`src/design/epqt_pkg.sv`:
```
package epqt_pkg;

   localparam int ADC_BITS       = 12;
   localparam int VALUE_BITS     = 16;
   localparam int STEP_BITS      = VALUE_BITS - 1;
   localparam int CSR_DATA_BITS  = (VALUE_BITS > ADC_BITS) ? VALUE_BITS : ADC_BITS;
   localparam int CSR_INDEX_BITS = 3;

   typedef logic [ADC_BITS-1:0]          adc_type;
   typedef logic signed [VALUE_BITS-1:0] value_type;
   typedef logic [STEP_BITS-1:0]         step_type;
   typedef logic [CSR_DATA_BITS-1:0]     csr_data_type;

   typedef enum logic {
      KIND_SAMPLE = 1'b0,
      KIND_SEED   = 1'b1
   } kind_type;

   typedef enum logic [1:0] {
      QUAD_1 = 2'd0,
      QUAD_2 = 2'd1,
      QUAD_3 = 2'd2,
      QUAD_4 = 2'd3
   } quad_type;

   typedef enum logic [1:0] {
      STATUS_STEPPED = 2'd0,
      STATUS_IGNORED = 2'd1,
      STATUS_SEEDED  = 2'd2
   } status_type;

   typedef enum logic [CSR_INDEX_BITS-1:0] {
      CSR_ADC1_SPLIT     = 3'd0,
      CSR_ADC2_SPLIT     = 3'd1,
      CSR_ADC1_DEADBAND  = 3'd2,
      CSR_ADC2_DEADBAND  = 3'd3,
      CSR_VALUE_FLOOR    = 3'd4,
      CSR_VALUE_CEILING  = 3'd5,
      CSR_VALUE_STEP     = 3'd6,
      CSR_SEED_POSITION  = 3'd7
   } csr_index_type;

   localparam adc_type   ADC_SPLIT_RESET     = adc_type'((1 << (ADC_BITS - 1)) - 1);
   localparam adc_type   DEADBAND_RESET      = '0;
   localparam value_type VALUE_FLOOR_RESET   = '0;
   localparam value_type VALUE_CEILING_RESET = value_type'(1000);
   localparam step_type  VALUE_STEP_RESET    = step_type'(1);
   localparam value_type SEED_POSITION_RESET = '0;

   typedef struct packed {
      adc_type   adc1_split;
      adc_type   adc2_split;
      adc_type   adc1_deadband;
      adc_type   adc2_deadband;
      value_type value_floor;
      value_type value_ceiling;
      step_type  value_step;
      value_type seed_position;
   } cfg_type;

   typedef struct packed {
      value_type position;
      adc_type   last_adc1;
      adc_type   last_adc2;
      quad_type  previous_quadrant;
   } track_state_type;

   typedef struct packed {
      kind_type kind;
      adc_type  adc1_sample;
      adc_type  adc2_sample;
   } req_item_type;

endpackage

```
`src/design/epqt_req_if.sv`:
```
interface epqt_req_if;
   import epqt_pkg::*;

   logic    valid;
   logic    ready;
   logic    kind;
   adc_type adc1_sample;
   adc_type adc2_sample;

   modport source (output valid, output kind, output adc1_sample, output adc2_sample,
                   input ready);
   modport sink (input valid, input kind, input adc1_sample, input adc2_sample,
                 output ready);
endinterface

```
`src/design/epqt_rsp_if.sv`:
```
interface epqt_rsp_if;
   import epqt_pkg::*;

   logic       valid;
   logic       ready;
   value_type  position_out;
   logic [1:0] status;

   modport source (output valid, output position_out, output status, input ready);
   modport sink (input valid, input position_out, input status, output ready);
endinterface

```
`src/design/epqt_step.sv`:
```
module epqt_step (
   input  epqt_pkg::cfg_type         cfg,
   input  epqt_pkg::track_state_type state_cur,
   input  epqt_pkg::req_item_type    item,
   output epqt_pkg::track_state_type state_next,
   output epqt_pkg::status_type      status
);
   import epqt_pkg::*;

   localparam int DZ_BITS  = ADC_BITS + 2;
   localparam int SUM_BITS = VALUE_BITS + 2;

   function automatic logic in_deadband(adc_type r, adc_type last, adc_type dz);
      logic signed [DZ_BITS-1:0] x;
      logic signed [DZ_BITS-1:0] l;
      logic signed [DZ_BITS-1:0] d;
      logic signed [DZ_BITS-1:0] lo;
      logic signed [DZ_BITS-1:0] hi;
      x  = signed'({2'b00, r});
      l  = signed'({2'b00, last});
      d  = signed'({2'b00, dz});
      lo = l - d;
      hi = l + d;
      return (x > lo) && (x < hi);
   endfunction

   quad_type                    quad;
   logic                        ctrl_adc2;
   adc_type                     reading;
   adc_type                     last_reading;
   adc_type                     band;
   logic                        ignored;
   logic                        rose;
   logic                        up;
   logic signed [SUM_BITS-1:0]  pos_x;
   logic signed [SUM_BITS-1:0]  step_x;
   logic signed [SUM_BITS-1:0]  floor_x;
   logic signed [SUM_BITS-1:0]  ceil_x;
   logic signed [SUM_BITS-1:0]  up_sum;
   logic signed [SUM_BITS-1:0]  down_sum;
   value_type                   pos_up;
   value_type                   pos_down;

   always_comb begin
      if (item.adc1_sample <= cfg.adc1_split && item.adc2_sample >= cfg.adc2_split) begin
         quad = QUAD_1;
      end else if (item.adc1_sample >= cfg.adc1_split
                   && item.adc2_sample >= cfg.adc2_split) begin
         quad = QUAD_2;
      end else if (item.adc1_sample >= cfg.adc1_split
                   && item.adc2_sample <= cfg.adc2_split) begin
         quad = QUAD_3;
      end else begin
         quad = QUAD_4;
      end
   end

   assign ctrl_adc2    = (quad == QUAD_1) || (quad == QUAD_4);
   assign reading      = ctrl_adc2 ? item.adc2_sample : item.adc1_sample;
   assign last_reading = ctrl_adc2 ? state_cur.last_adc2 : state_cur.last_adc1;
   assign band         = ctrl_adc2 ? cfg.adc2_deadband : cfg.adc1_deadband;
   assign ignored      = in_deadband(reading, last_reading, band);
   assign rose         = reading > last_reading;

   always_comb begin
      case (quad)
         QUAD_1:  up = rose || (state_cur.previous_quadrant == QUAD_4);
         QUAD_2:  up = rose || (state_cur.previous_quadrant == QUAD_1);
         QUAD_3:  up = !rose || (state_cur.previous_quadrant == QUAD_2);
         default: up = rose || (state_cur.previous_quadrant == QUAD_3);
      endcase
   end

   assign pos_x    = SUM_BITS'(state_cur.position);
   assign floor_x  = SUM_BITS'(cfg.value_floor);
   assign ceil_x   = SUM_BITS'(cfg.value_ceiling);
   assign step_x   = signed'({3'b000, cfg.value_step});
   assign up_sum   = pos_x + step_x;
   assign down_sum = pos_x - step_x;

   always_comb begin
      pos_up = state_cur.position;
      if (state_cur.position < cfg.value_ceiling) begin
         pos_up = (up_sum > ceil_x) ? cfg.value_ceiling : up_sum[VALUE_BITS-1:0];
      end
      pos_down = state_cur.position;
      if (state_cur.position > cfg.value_floor) begin
         pos_down = (down_sum < floor_x) ? cfg.value_floor : down_sum[VALUE_BITS-1:0];
      end
   end

   always_comb begin
      state_next = state_cur;
      if (item.kind == KIND_SEED) begin
         state_next.last_adc1 = item.adc1_sample;
         state_next.last_adc2 = item.adc2_sample;
         state_next.position  = cfg.seed_position;
         status               = STATUS_SEEDED;
      end else if (ignored) begin
         status = STATUS_IGNORED;
      end else begin
         state_next.position          = up ? pos_up : pos_down;
         state_next.last_adc1         = item.adc1_sample;
         state_next.last_adc2         = item.adc2_sample;
         state_next.previous_quadrant = quad;
         status                       = STATUS_STEPPED;
      end
   end

endmodule

```
`src/design/endless_pot_quadrant_tracker.sv`:
```
// Channel   Direction  Carries
// req_chan  in         kind, adc1_sample, adc2_sample
// rsp_chan  out        position_out, status
// csr_*     in         csr_write_en, csr_index, csr_write_data
//
// An item is registered on acceptance, and its result is then registered in the
// result register; one item can be accepted in every cycle while it does not stall.
// The tracking state is updated when an item moves into the result register.
// A stalled result register holds the input register, which then stops taking items.
// Reset is synchronous and restores the configuration registers, the valid flags and
// the tracking state to their defaults.
module endless_pot_quadrant_tracker (
   input  logic                           clock,
   input  logic                           reset,
   epqt_req_if.sink                       req_chan,
   epqt_rsp_if.source                     rsp_chan,
   input  logic                           csr_write_en,
   input  logic [epqt_pkg::CSR_INDEX_BITS-1:0] csr_index,
   input  epqt_pkg::csr_data_type         csr_write_data
);
   import epqt_pkg::*;

   cfg_type          cfg_ff;
   track_state_type  state_ff;
   track_state_type  state_in;
   logic             in_valid_ff;
   req_item_type     in_item_ff;
   logic             out_valid_ff;
   value_type        out_position_ff;
   status_type       out_status_ff;
   status_type       step_status;
   logic             advance;
   logic             take;

   assign advance        = in_valid_ff && (!out_valid_ff || rsp_chan.ready);
   assign req_chan.ready = !in_valid_ff || advance;
   assign take           = req_chan.valid && req_chan.ready;

   always_ff @(posedge clock) begin
      if (reset) begin
         cfg_ff.adc1_split     <= ADC_SPLIT_RESET;
         cfg_ff.adc2_split     <= ADC_SPLIT_RESET;
         cfg_ff.adc1_deadband  <= DEADBAND_RESET;
         cfg_ff.adc2_deadband  <= DEADBAND_RESET;
         cfg_ff.value_floor    <= VALUE_FLOOR_RESET;
         cfg_ff.value_ceiling  <= VALUE_CEILING_RESET;
         cfg_ff.value_step     <= VALUE_STEP_RESET;
         cfg_ff.seed_position  <= SEED_POSITION_RESET;
      end else if (csr_write_en) begin
         case (csr_index_type'(csr_index))
            CSR_ADC1_SPLIT:     cfg_ff.adc1_split     <= csr_write_data[ADC_BITS-1:0];
            CSR_ADC2_SPLIT:     cfg_ff.adc2_split     <= csr_write_data[ADC_BITS-1:0];
            CSR_ADC1_DEADBAND:  cfg_ff.adc1_deadband  <= csr_write_data[ADC_BITS-1:0];
            CSR_ADC2_DEADBAND:  cfg_ff.adc2_deadband  <= csr_write_data[ADC_BITS-1:0];
            CSR_VALUE_FLOOR:    cfg_ff.value_floor    <= csr_write_data[VALUE_BITS-1:0];
            CSR_VALUE_CEILING:  cfg_ff.value_ceiling  <= csr_write_data[VALUE_BITS-1:0];
            CSR_VALUE_STEP:     cfg_ff.value_step     <= csr_write_data[STEP_BITS-1:0];
            CSR_SEED_POSITION:  cfg_ff.seed_position  <= csr_write_data[VALUE_BITS-1:0];
            default: begin
            end
         endcase
      end
   end

   always_ff @(posedge clock) begin
      if (reset) begin
         in_valid_ff <= 1'b0;
      end else if (req_chan.ready) begin
         in_valid_ff <= req_chan.valid;
      end
   end

   always_ff @(posedge clock) begin
      if (take) begin
         in_item_ff.kind        <= kind_type'(req_chan.kind);
         in_item_ff.adc1_sample <= req_chan.adc1_sample;
         in_item_ff.adc2_sample <= req_chan.adc2_sample;
      end
   end

   epqt_step u_step (
      .cfg        (cfg_ff),
      .state_cur  (state_ff),
      .item       (in_item_ff),
      .state_next (state_in),
      .status     (step_status)
   );

   always_ff @(posedge clock) begin
      if (reset) begin
         state_ff.position          <= '0;
         state_ff.last_adc1         <= '0;
         state_ff.last_adc2         <= '0;
         state_ff.previous_quadrant <= QUAD_1;
      end else if (advance) begin
         state_ff <= state_in;
      end
   end

   always_ff @(posedge clock) begin
      if (reset) begin
         out_valid_ff <= 1'b0;
      end else if (!out_valid_ff || rsp_chan.ready) begin
         out_valid_ff <= in_valid_ff;
      end
   end

   always_ff @(posedge clock) begin
      if (advance) begin
         out_position_ff <= state_in.position;
         out_status_ff   <= step_status;
      end
   end

   assign rsp_chan.valid        = out_valid_ff;
   assign rsp_chan.position_out = out_position_ff;
   assign rsp_chan.status       = out_status_ff;

endmodule

```
`src/flat_wrapper.sv`:
```
// flat-port wrapper written by rule: the top's interface ports become plain ports
module endless_pot_quadrant_tracker_flat import epqt_pkg::*;
  (clock, reset, csr_write_en, csr_index, csr_write_data, req_chan_valid, req_chan_kind, req_chan_adc1_sample, req_chan_adc2_sample, req_chan_ready, rsp_chan_valid, rsp_chan_position_out, rsp_chan_status, rsp_chan_ready);
  epqt_req_if req_chan_i ();
  epqt_rsp_if rsp_chan_i ();
  input  logic clock;
  input  logic reset;
  input  logic csr_write_en;
  input  logic [epqt_pkg::CSR_INDEX_BITS-1:0] csr_index;
  input  epqt_pkg::csr_data_type csr_write_data;
  input wire logic [$bits(req_chan_i.valid)-1:0] req_chan_valid;
  input wire logic [$bits(req_chan_i.kind)-1:0] req_chan_kind;
  input wire logic [$bits(req_chan_i.adc1_sample)-1:0] req_chan_adc1_sample;
  input wire logic [$bits(req_chan_i.adc2_sample)-1:0] req_chan_adc2_sample;
  output wire logic [$bits(req_chan_i.ready)-1:0] req_chan_ready;
  output wire logic [$bits(rsp_chan_i.valid)-1:0] rsp_chan_valid;
  output wire logic [$bits(rsp_chan_i.position_out)-1:0] rsp_chan_position_out;
  output wire logic [$bits(rsp_chan_i.status)-1:0] rsp_chan_status;
  input wire logic [$bits(rsp_chan_i.ready)-1:0] rsp_chan_ready;
  assign req_chan_i.valid = req_chan_valid;
  assign req_chan_i.kind = req_chan_kind;
  assign req_chan_i.adc1_sample = req_chan_adc1_sample;
  assign req_chan_i.adc2_sample = req_chan_adc2_sample;
  assign req_chan_ready = req_chan_i.ready;
  assign rsp_chan_valid = rsp_chan_i.valid;
  assign rsp_chan_position_out = rsp_chan_i.position_out;
  assign rsp_chan_status = rsp_chan_i.status;
  assign rsp_chan_i.ready = rsp_chan_ready;
  endless_pot_quadrant_tracker u_core (.clock(clock), .reset(reset), .req_chan(req_chan_i), .rsp_chan(rsp_chan_i), .csr_write_en(csr_write_en), .csr_index(csr_index), .csr_write_data(csr_write_data));
endmodule
```
`config.mk`:
```
export PLATFORM = sky130hd
export DESIGN_NAME = endless_pot_quadrant_tracker_flat
export DESIGN_NICKNAME = d
export VERILOG_FILES = /design/src/design/epqt_pkg.sv /design/src/design/epqt_req_if.sv /design/src/design/epqt_rsp_if.sv /design/src/design/epqt_step.sv /design/src/design/endless_pot_quadrant_tracker.sv /design/src/flat_wrapper.sv
export SDC_FILE = /design/constraint.sdc
export NUM_CORES = 1
export LEC_CHECK = 0
export ABC_AREA = 1
export BUFFER_PORTS_ARGS = -buffer_cell sky130_fd_sc_hd__buf_4
export CAP_MARGIN = 10
export CORE_MARGIN = 2
export CORE_UTILIZATION = 30
export DETAILED_ROUTE_END_ITERATION = 10
export MAX_ROUTING_LAYER = met4
export PLACE_DENSITY = 0.55
export SYNTH_ARGS = -nofsm -noshare
export SYNTH_HDL_FRONTEND = slang
export SYNTH_SLANG_ARGS = --single-unit
```
`constraint.sdc`:
```
create_clock -name clock -period 7 [get_ports clock]
set_input_delay 0.7 -clock clock [delete_from_list [all_inputs] [get_ports clock]]
set_output_delay 0.7 -clock clock [all_outputs]
set_load 0.01 [all_outputs]
```
Word-level counts from Yosys, hierarchy flattened
Index checks and enable logic that the tools add are counted.
{"block": "totals", "in_bits": 49, "wordCells": 94, "out_inout_bits": 20, "regBits": 198}
{"block": "op_classes", "n_eq_ne": 14, "n_mux": 15, "addsub": 4, "reduce_logical": 29, "magnitude_cmp": 11, "bitwise_logic": 2}
{"cell": "16-bit two-way mux", "n": 5}
{"cell": "42-bit two-way mux", "n": 1}
{"cell": "40-bit two-way mux", "n": 1}
{"cell": "12-bit two-way mux", "n": 3}
{"cell": "12-bit greater-or-equal comparator", "n": 2}
{"cell": "12-bit <= comparator", "n": 2}
{"cell": "2-bit AND reduction", "n": 9}
{"cell": "16-bit by 16-bit adder with 17-bit output", "n": 1}
{"cell": "17-bit by 16-bit > comparator with 1-bit output", "n": 1}
{"cell": "17-bit by 16-bit less-than comparator with 1-bit output", "n": 1}
{"cell": "16-bit by 16-bit subtractor with 17-bit output", "n": 1}
{"cell": "16-bit > comparator", "n": 1}
{"cell": "16-bit less-than comparator", "n": 1}
{"cell": "12-bit by 12-bit adder with 13-bit output", "n": 1}
{"cell": "13-bit > comparator", "n": 1}
{"cell": "12-bit by 13-bit less-than comparator with 1-bit output", "n": 1}
{"cell": "12-bit by 12-bit subtractor with 13-bit output", "n": 1}
{"cell": "3-bit equality test (second input constant)", "n": 4}
{"cell": "12-bit > comparator", "n": 1}
{"cell": "2-bit equality test (second input constant)", "n": 4}
{"cell": "1-bit logical OR", "n": 7}
{"cell": "3-bit by 2-bit equality test with 1-bit output (second input constant)", "n": 2}
{"cell": "1-bit logical AND", "n": 6}
{"cell": "2-bit by 1-bit equality test with 1-bit output (second input constant)", "n": 2}
{"cell": "10 further kinds", "n": 16}

Depth between registers and ports, before layout
Gate-level depths: netlist of the first run.
{"block": "depth", "word_depth": 15, "depth_mapped": 44, "depth_no_buf": 41}

Modules after synthesis
A second synthesis of the first run with hierarchy kept.
{"block": "unflattened", "hier_cells": 2431, "area_unflattened_um2": 15735.1}
{"mod": "epqt_step", "cells_per_inst": 1545, "seq_area_each_um2": 0.0, "area_each_um2": 8335.5, "instances": 1}
{"mod": "endless_pot_quadrant_tracker", "cells_per_inst": 886, "seq_area_each_um2": 4394.2, "area_each_um2": 7399.6, "instances": 1}

Worst setup path after synthesis of the first run
OpenSTA, ideal clock, no wires.
{"block": "synth_path", "kind": "flip-flop to flip-flop", "start": "reg u_core.in_item_ff[11] (netlist name)", "end": "reg u_core.state_ff[33] (netlist name)", "t_required_ns": 6.944, "period_less_slack_ns": 5.463, "setup_time_ns": 0.056, "arrival_ns": 5.407, "stages_incl_launch_ff": 36, "path_slack_ns": 1.537, "n_path_buf": 3, "path_cell_list": "edfxtp_1 > ha_1 > nand2_1 > inv_1 > nand3_1 > inv_1 > nand3_1 > o2111ai_1 > nor2_1 > inv_1 > nand2_1 > nand2_1 > ha_1 > buf_6 > clkbuf_1 > o21ai_0 > inv_1 > ha_1 > o31ai_1 > a21oi_1 > nor2_1 > o21ai_0 > nand2_1 > xor2_1 > ha_1 > nand2_1 > nor4b_1 > nand3_1 > nand2_1 > nand2_4 > a21oi_4 > buf_6 > nand2_2 > nand3_1 > nand2_1 > inv_1"}
{"block": "synth_via", "word_cells_on_any_way": 31, "classes_between": "add/sub (2); order compare (5); eq/ne (3); mux (10); reduce/logical (11)"}
{"element": "start: declaration", "line_no": "endless_pot_quadrant_tracker.sv:27", "source": "req_item_type in_item_ff;"}
{"element": "12-bit greater-or-equal comparator *", "line_no": "epqt_step.sv:45, epqt_step.sv:48"}
{"element": "1-bit logical AND", "line_no": "epqt_step.sv:48", "source": "&& item.adc2_sample >= cfg.adc2_split) begin"}
{"element": "2-bit two-way mux", "line_no": "epqt_step.sv:47", "source": "end else if (item.adc1_sample >= cfg.adc1_split"}
{"element": "2-bit two-way mux *", "line_no": "epqt_step.sv:45", "source": "if (item.adc1_sample <= cfg.adc1_split && item.adc2_sample >= cfg.adc2_split) begin"}
{"element": "net u_core.u_step.quad[1]", "line_no": "epqt_step.sv:27", "source": "quad_type quad;"}
{"element": "parallel branches: the longest is 8 deep, another holds 12-bit by 12-bit subtractor with 13-bit output"}
{"element": "42-bit two-way mux *", "line_no": "epqt_step.sv:99", "source": "end else if (ignored) begin"}
{"element": "40-bit two-way mux *", "line_no": "epqt_step.sv:94", "source": "if (item.kind == KIND_SEED) begin"}
{"element": "end signal: assignment", "line_no": "endless_pot_quadrant_tracker.sv:96", "source": "state_ff <= state_in;"}
{"element": "end: declaration", "line_no": "endless_pot_quadrant_tracker.sv:24", "source": "track_state_type state_ff;"}
Mark *: on every way through the listed nets, which the timed path passes. The select of a mux whose other input is x is not followed.
A chain may end at the register's enable or synchronous reset.

Worst setup path after layout of the first run
{"block": "layout_path", "start": "reg u_core.in_item_ff[11] (netlist name)", "end": "reg u_core.state_ff[37] (netlist name)"}
Same word-level chain as after synthesis.

==> results.cfg, run 1 <==
[status]
run_status = finished clean

[worst_setup_path]
worst_ep_required_time_ps = 7420
r2r_setup_slack_ps = 600
slowest_stage = a21oi_4
crit_family = simple AND/OR/NAND/NOR gates
crit_type = reg2reg
reg2reg_depth = 39
critPathLaunchType = flop
critPathMaxStageDelay_ps = 590
cp_max_fo = 19
cp_num_buf_inv = 5
reg2reg_from = u_core.in_item_ff[11]$_DFFE_PP_
cp-endpoint = u_core.state_ff[37]$_SDFFE_PP0P_
crit_path_start = u_core.in_item_ff[11]$_DFFE_PP_
end_kind = flop
worstPathArrival_ps = 6820
r2r-end = u_core.state_ff[37]$_SDFFE_PP0P_
cp.depth = 39
cp_common_cell = nand2_1

[power]
power.density_nw_per_um2 = 283.7
ir_worst_vdd_uv = 198.1
power_leakage_nw = 8.136

[grt]
grt_pass1_vias = 13180
grt_antenna_before_repair = 1
grt_pass1_wl_um = 76070
groute.usage.overall_pct = 20.20
overflow = 0
grt_max_degree = 88

[timing]
max_slew_margin_pct = 21.51
timing.final.crit_share_pct = 91.43
worst_slew_pin_slew_ps = 1175
rsz0062_at_grt = false
skew_ps = 16.54
tns_ps = 0
fin_crit_ps = 6400
maxSlewViolCount = 0
setup_violations = 0
hold_viol_final = 0
worst_slack_ps = 600.1
fmax_mhz = 156.3

[clocking]
htreeDepth = 4
numCtsBuffers = 17
clk_path_buf_depth = 2
clock_latency_ps = 470
root_buffer = clkbuf_16
numClockSinks = 198
cts-hold-fix-buffers = 0
clk_pin_slew_ps = 80
cts_tree = done

[floorplanning]
rows = 81
die_h_um = 225.5
die_w_um = 225.5
core_region_area_um2 = 48650
initial_core_util_pct = 30.24
ios = 69
design.die.area_um2 = 50830

[placement]
gp_congestion = 0.9417
pre_cts_ws_ps = 478.8
io_buffers = 68
hpwl_um = 36860

[yosys]
ys_warn_count = 0
yosysSeqAreaShare_pct = 29.87
syn_inst = 2166
synth-seq-cells = 198
synth_cell_type_count = 49
synth_nets = 2398
synth_edf_count = 43
synthArstFlopShare_pct = 0
synth-main-ff-cell = dfxtp_1
mappedNetlistArea_um2 = 14710
avgSynthCellArea_um2 = 6.793

[layout]
final_cell_mix = nand2_1, inv_1, nor2_1
area_growth_pct = 11.83
nets = 2431
layout-drive-gt1-share_pct = 7.550
final_common_cell = nand2_1

[route]
drt_iter0_markers = 1195
totalWireLength_um = 49750
first_pass_iters = 5
num_vias = 14130
final_antenna_net_count = 0
viasPerCell = 4.983
wl_per_cell_um = 17.55
drc = 0

[hold_path]
hold_path_class = in2reg
hp-start = req_chan_adc2_sample[0]

[run]
drv_cap = 0
==> worst min path at each step <==
stage	endpoint	slack, ps	depth (start not counted)
global route	u_core.in_item_ff[2]$_DFFE_PP_	370	1
global placement	u_core.state_ff[9]$_SDFFE_PP0P_	440	2
finish	u_core.in_item_ff[0]$_DFFE_PP_	400	1
floorplan	u_core.rsp_chan.status[1]$_SDFFCE_PP1P_	420	0
CTS	u_core.in_item_ff[24]$_DFFE_PP_	370	1
detailed placement	u_core.state_ff[4]$_SDFFE_PP0P_	440	2
==> layout make-up <==
class                   count  area (um^2)
multi-input cells        1590         8847
repair buffers             94        718.2
flip-flops and latches    198         4394
inverters                 298         1122
clock buffers              18        429.2
diodes                      1        2.502
fillers                  5287        32190
well taps                 622        778.2
clock inverters            14        161.4
==> report_power, final <==
part           total (W)  switching [W]  internal [W]
logic            0.00232        0.00157      0.000754
registers        0.00133      0.0000607       0.00127
clock network    0.00102       0.000535      0.000482
==> worst reg2reg max path, delay by kind of cell (launching register included) <==
| kind | cells | cell delay, ps |
|---|---|---|
| and+or+nand+nor | 21 | 2210 |
| adders and majority gates | 5 | 1660 |
| AOI/OAI and AO/OA | 7 | 1370 |
| buffers and inverters | 5 | 490 |
| DFF | 1 | 420 |
| xor gates and xnor gates | 1 | 190 |
==> routing by layer <==
layer	wire length, um	track usage (%)	vias up
met5	0	-	-
met4	1699	7.285	0
met3	2621	2.699	73
met2	22660	32.21	444
met1	22770	26.15	6528
li1	-	-	7083
==> stage by stage <==
| step | utilization, % | power (W) | instances | hold slack [ps] | instance area [um^2] |
|---|---|---|---|---|---|
| after CTS | 33.82 | 0.004669 | 2834 | 373.9 | 16450 |
| final | 33.82 | 0.004668 | 2835 | 397.7 | 16450 |
| after global routing | 33.82 | 0.005024 | 2835 | 374.5 | 16450 |
| after global placement | 32.60 | 0.003609 | 2802 | 437.5 | 15860 |
| after floorplan | - | 0.002958 | 2166 | 424.4 | 14710 |
| after detailed placement | 32.60 | 0.003642 | 2802 | 443.6 | 15860 |
==> cells in the mapped netlist, drive strengths merged, types with 2 or more instances <==
library cell / number / area share (%)
or2: 4 / 0.17
edfxtp: 43 / 8.8
a21o: 2 / 0.10
o2111ai: 2 / 0.12
a21oi: 166 / 5.7
clkbuf: 56 / 1.4
nand4: 34 / 1.5
nand3: 134 / 4.7
o31ai: 2 / 0.10
o21a: 3 / 0.15
a211oi: 3 / 0.15
fa: 4 / 0.54
nand2: 564 / 15
xnor2: 4 / 0.37
nand3b: 5 / 0.26
nor3: 15 / 0.51
xor2: 32 / 1.9
buf: 24 / 0.94
dfxtp: 155 / 21
nor4b: 2 / 0.12
o21ai: 159 / 5.6
ha: 179 / 15
o211ai: 27 / 1.4
nor2: 236 / 6.1
clkinv: 2 / 0.051
o21bai: 7 / 0.36
inv: 296 / 7.6
==> flip-flops by register name (all words and copies together), names as in the netlist <==
signal                        cells
u_core.cfg_ff                   111
u_core.in_item_ff                25
u_core.in_valid_ff                1
u_core.rsp_chan.position_out     16
u_core.rsp_chan.status            2
u_core.rsp_chan.valid             1
u_core.state_ff                  42
==> timing repair <==
action                     in CTS  in global routing
setup endpoints to repair       0                 41
resized for setup               0                  1
buffers inserted                0                  0
==> logic make-up (layout without fill, tap and decap cells) <==
group	after synthesis	after routing	share of synthesized area, %
buffers and inverters	378	424	10.00
flip-flops	198	198	29.87
adder cells (fa/ha/maj)	183	183	15.77
XOR/XNOR	36	36	2.271
other	0	1	0
AO/OA/AOI/OAI	373	373	13.77
AND/OR/NAND/NOR	998	998	28.33
Note: power is estimated with default switching activity, not from simulation.
==> run 2: changes to the inputs <==
--- a/config.mk
+++ b/config.mk
@@ -13,6 +13,7 @@
 export DETAILED_ROUTE_END_ITERATION = 10
 export MAX_ROUTING_LAYER = met4
 export PLACE_DENSITY = 0.55
+export RECOVER_POWER = 25
 export SYNTH_ARGS = -nofsm -noshare
 export SYNTH_HDL_FRONTEND = slang
 export SYNTH_SLANG_ARGS = --single-unit
==> run 2 against run 1 <==
  * The run now ends with max-capacitance violations, max-slew violations left
  * Sequential power about the same
  * Core utilization is 0.14 points lower
  * Critical path depth unchanged
  * Via count increased by 0.21%
  * Sequential share of layout area is 0.11 points higher
  * Clock power hardly changed
  * Fmax rose by 0.18%
  * Critical path type unchanged
  * Largest power group unchanged
==> results.cfg, run 2 (synthesized netlist as in run 1, its figures left out) <==
[floorplanning]
ios = 69
rows = 81
die_w_um = 225.5
die_h_um = 225.5
core_region_area_um2 = 48650
design.die.area_um2 = 50830
initial_core_util_pct = 30.24

[power]
power_leakage_nw = 8.062
power.density_nw_per_um2 = 284.0
ir_worst_vdd_uv = 198.6

[route]
num_vias = 14160
drc = 0
totalWireLength_um = 49630
drt_iter0_markers = 1191
first_pass_iters = 6
viasPerCell = 4.994
final_antenna_net_count = 0
wl_per_cell_um = 17.51

[layout]
layout-drive-gt1-share_pct = 6.736
largest_reg_flops = 111
final_cell_mix = nand2_1, inv_1, nor2_1
nets = 2431
top_register = u_core.cfg_ff
fillCellCount = 5301
layout_top_registers = u_core.cfg_ff: 111 flops, u_core.state_ff: 42 flops, u_core.in_item_ff: 25 flops
area_growth_pct = 11.37
final_common_cell = nand2_1

[timing]
setup_violations = 0
fin_crit_ps = 6389
fmax_mhz = 156.5
timing.final.crit_share_pct = 91.26
skew_ps = 16.77
whs_ps = 418.5
maxSlewViolCount = 51
worst_slew_pin_slew_ps = 1662
tns_ps = 0
hold_viol_final = 0
rsz0062_at_grt = false
max_slew_margin_pct = -11.39

[worst_setup_path]
cp_common_cell = nand2_1
slowest_stage = a21oi_4
r2r_setup_slack_ps = 610
worst_ep_required_time_ps = 7430
reg2reg_from = u_core.in_item_ff[11]$_DFFE_PP_
crit_type = reg2reg
reg2reg_depth = 39
r2r-end = u_core.state_ff[39]$_SDFFE_PP0P_
critPathMaxStageDelay_ps = 590
cp_max_fo = 19
end_kind = flop
worstPathArrival_ps = 6820
critPathLaunchType = flop

[clocking]
numCtsBuffers = 17
cts-hold-fix-buffers = 0
cts_tree = done
clk_pin_slew_ps = 90
cts_setup_buffers = 0
clk_path_buf_depth = 2
clock_latency_ps = 480
numClockSinks = 198
htreeDepth = 4
cts_resized = 0
root_buffer = clkbuf_16

[placement]
gp_congestion = 0.9417
hpwl_um = 36860
io_buffers = 68

[run]
drv_cap = 1

[grt]
overflow = 0
groute.usage.overall_pct = 20.20
grt_antenna_before_repair = 1
grt_max_degree = 88
grt_pass1_vias = 13180
grt_pass1_wl_um = 76070

[hold_path]
holdPathEnd = u_core.in_item_ff[24]$_DFFE_PP_
holdPathStages = 1
hp-start = req_chan_kind
hold_path_class = in2reg

[status]
violations = max-capacitance violations, max-slew violations
run_status = complete, but fails checks
-- run 2: changes by cell type in the layout (fill, tap and decap cells not counted), sizes merged --
cell | before | now
clkinvlp | 0 | 1
buf | 94 | 54
clkbuf | 18 | 58
clkinv | 10 | 9
-- run 2: how the worst max path moves through the flow --
stage,from,to,slack (ps)
6_report,u_core.in_item_ff[11]$_DFFE_PP_,u_core.state_ff[39]$_SDFFE_PP0P_,610
5_1_grt,u_core.in_item_ff[11]$_DFFE_PP_,u_core.state_ff[37]$_SDFFE_PP0P_,20
4_1_cts,u_core.in_item_ff[11]$_DFFE_PP_,u_core.state_ff[39]$_SDFFE_PP0P_,430
3_5_place_dp,u_core.in_item_ff[11]$_DFFE_PP_,u_core.state_ff[39]$_SDFFE_PP0P_,480
3_3_place_gp,u_core.in_item_ff[11]$_DFFE_PP_,u_core.state_ff[36]$_SDFFE_PP0P_,580
2_1_floorplan,u_core.in_item_ff[11]$_DFFE_PP_,u_core.state_ff[33]$_SDFFE_PP0P_,1540
-- run 2: stage by stage --
stage | instance area [um^2] | utilization, % | setup WS (ps) | power, W | std cells
2_1_floorplan | 14710 | - | 1537 | 0.002958 | 2166
3_3_place_gp | 15860 | 32.60 | 575.7 | 0.003609 | 2802
3_5_place_dp | 15860 | 32.60 | 478.8 | 0.003642 | 2802
4_1_cts | 16450 | 33.82 | 434.6 | 0.004669 | 2834
5_1_grt | 16390 | 33.68 | 15.60 | 0.005013 | 2835
6_report | 16390 | 33.68 | 611.5 | 0.004654 | 2835
-- run 2: metal layers --
metal / track usage (%) / up-vias / wire length, um
met2: 32.21 / 422 / 22550
met3: 2.699 / 77 / 2473
li1: - / 7084 / -
met1: 26.15 / 6575 / 22890
met5: - / - / 0
met4: 7.285 / 0 / 1715
-- run 2: area by class of cell --
type | count | area [um^2] | area share, %
clock inverter | 14 | 161.4 | 0.9850
timing repair buffer | 94 | 650.6 | 3.971
tap | 622 | 778.2 | 4.750
multi-input combinational | 1590 | 8847 | 53.99
antenna | 1 | 2.502 | 0.01527
inverter | 298 | 1122 | 6.849
clock buffer | 18 | 429.2 | 2.619
sequential | 198 | 4394 | 26.82
-- run 2: where the power goes --
| part | total, W | leakage (nW) | switching, W | internal, W |
|---|---|---|---|---|
| clock network | 0.00102 | 0.288 | 0.000535 | 0.000482 |
| logic | 0.00231 | 6.09 | 0.00156 | 0.000744 |
| registers | 0.00133 | 1.68 | 0.0000605 | 0.00127 |
| total | 0.00465 | 8.06 | 0.00216 | 0.00249 |
-- run 2: critical path: cells and delay by family, from the launching register on --
family / cells / cell delay (ps)
and+or+nand+nor: 21 / 2190
DFF: 1 / 420
AOI/OAI and AO/OA: 7 / 1350
adders and majority gates: 5 / 1650
xor gates and xnor gates: 1 / 190
buffers and inverters: 5 / 490
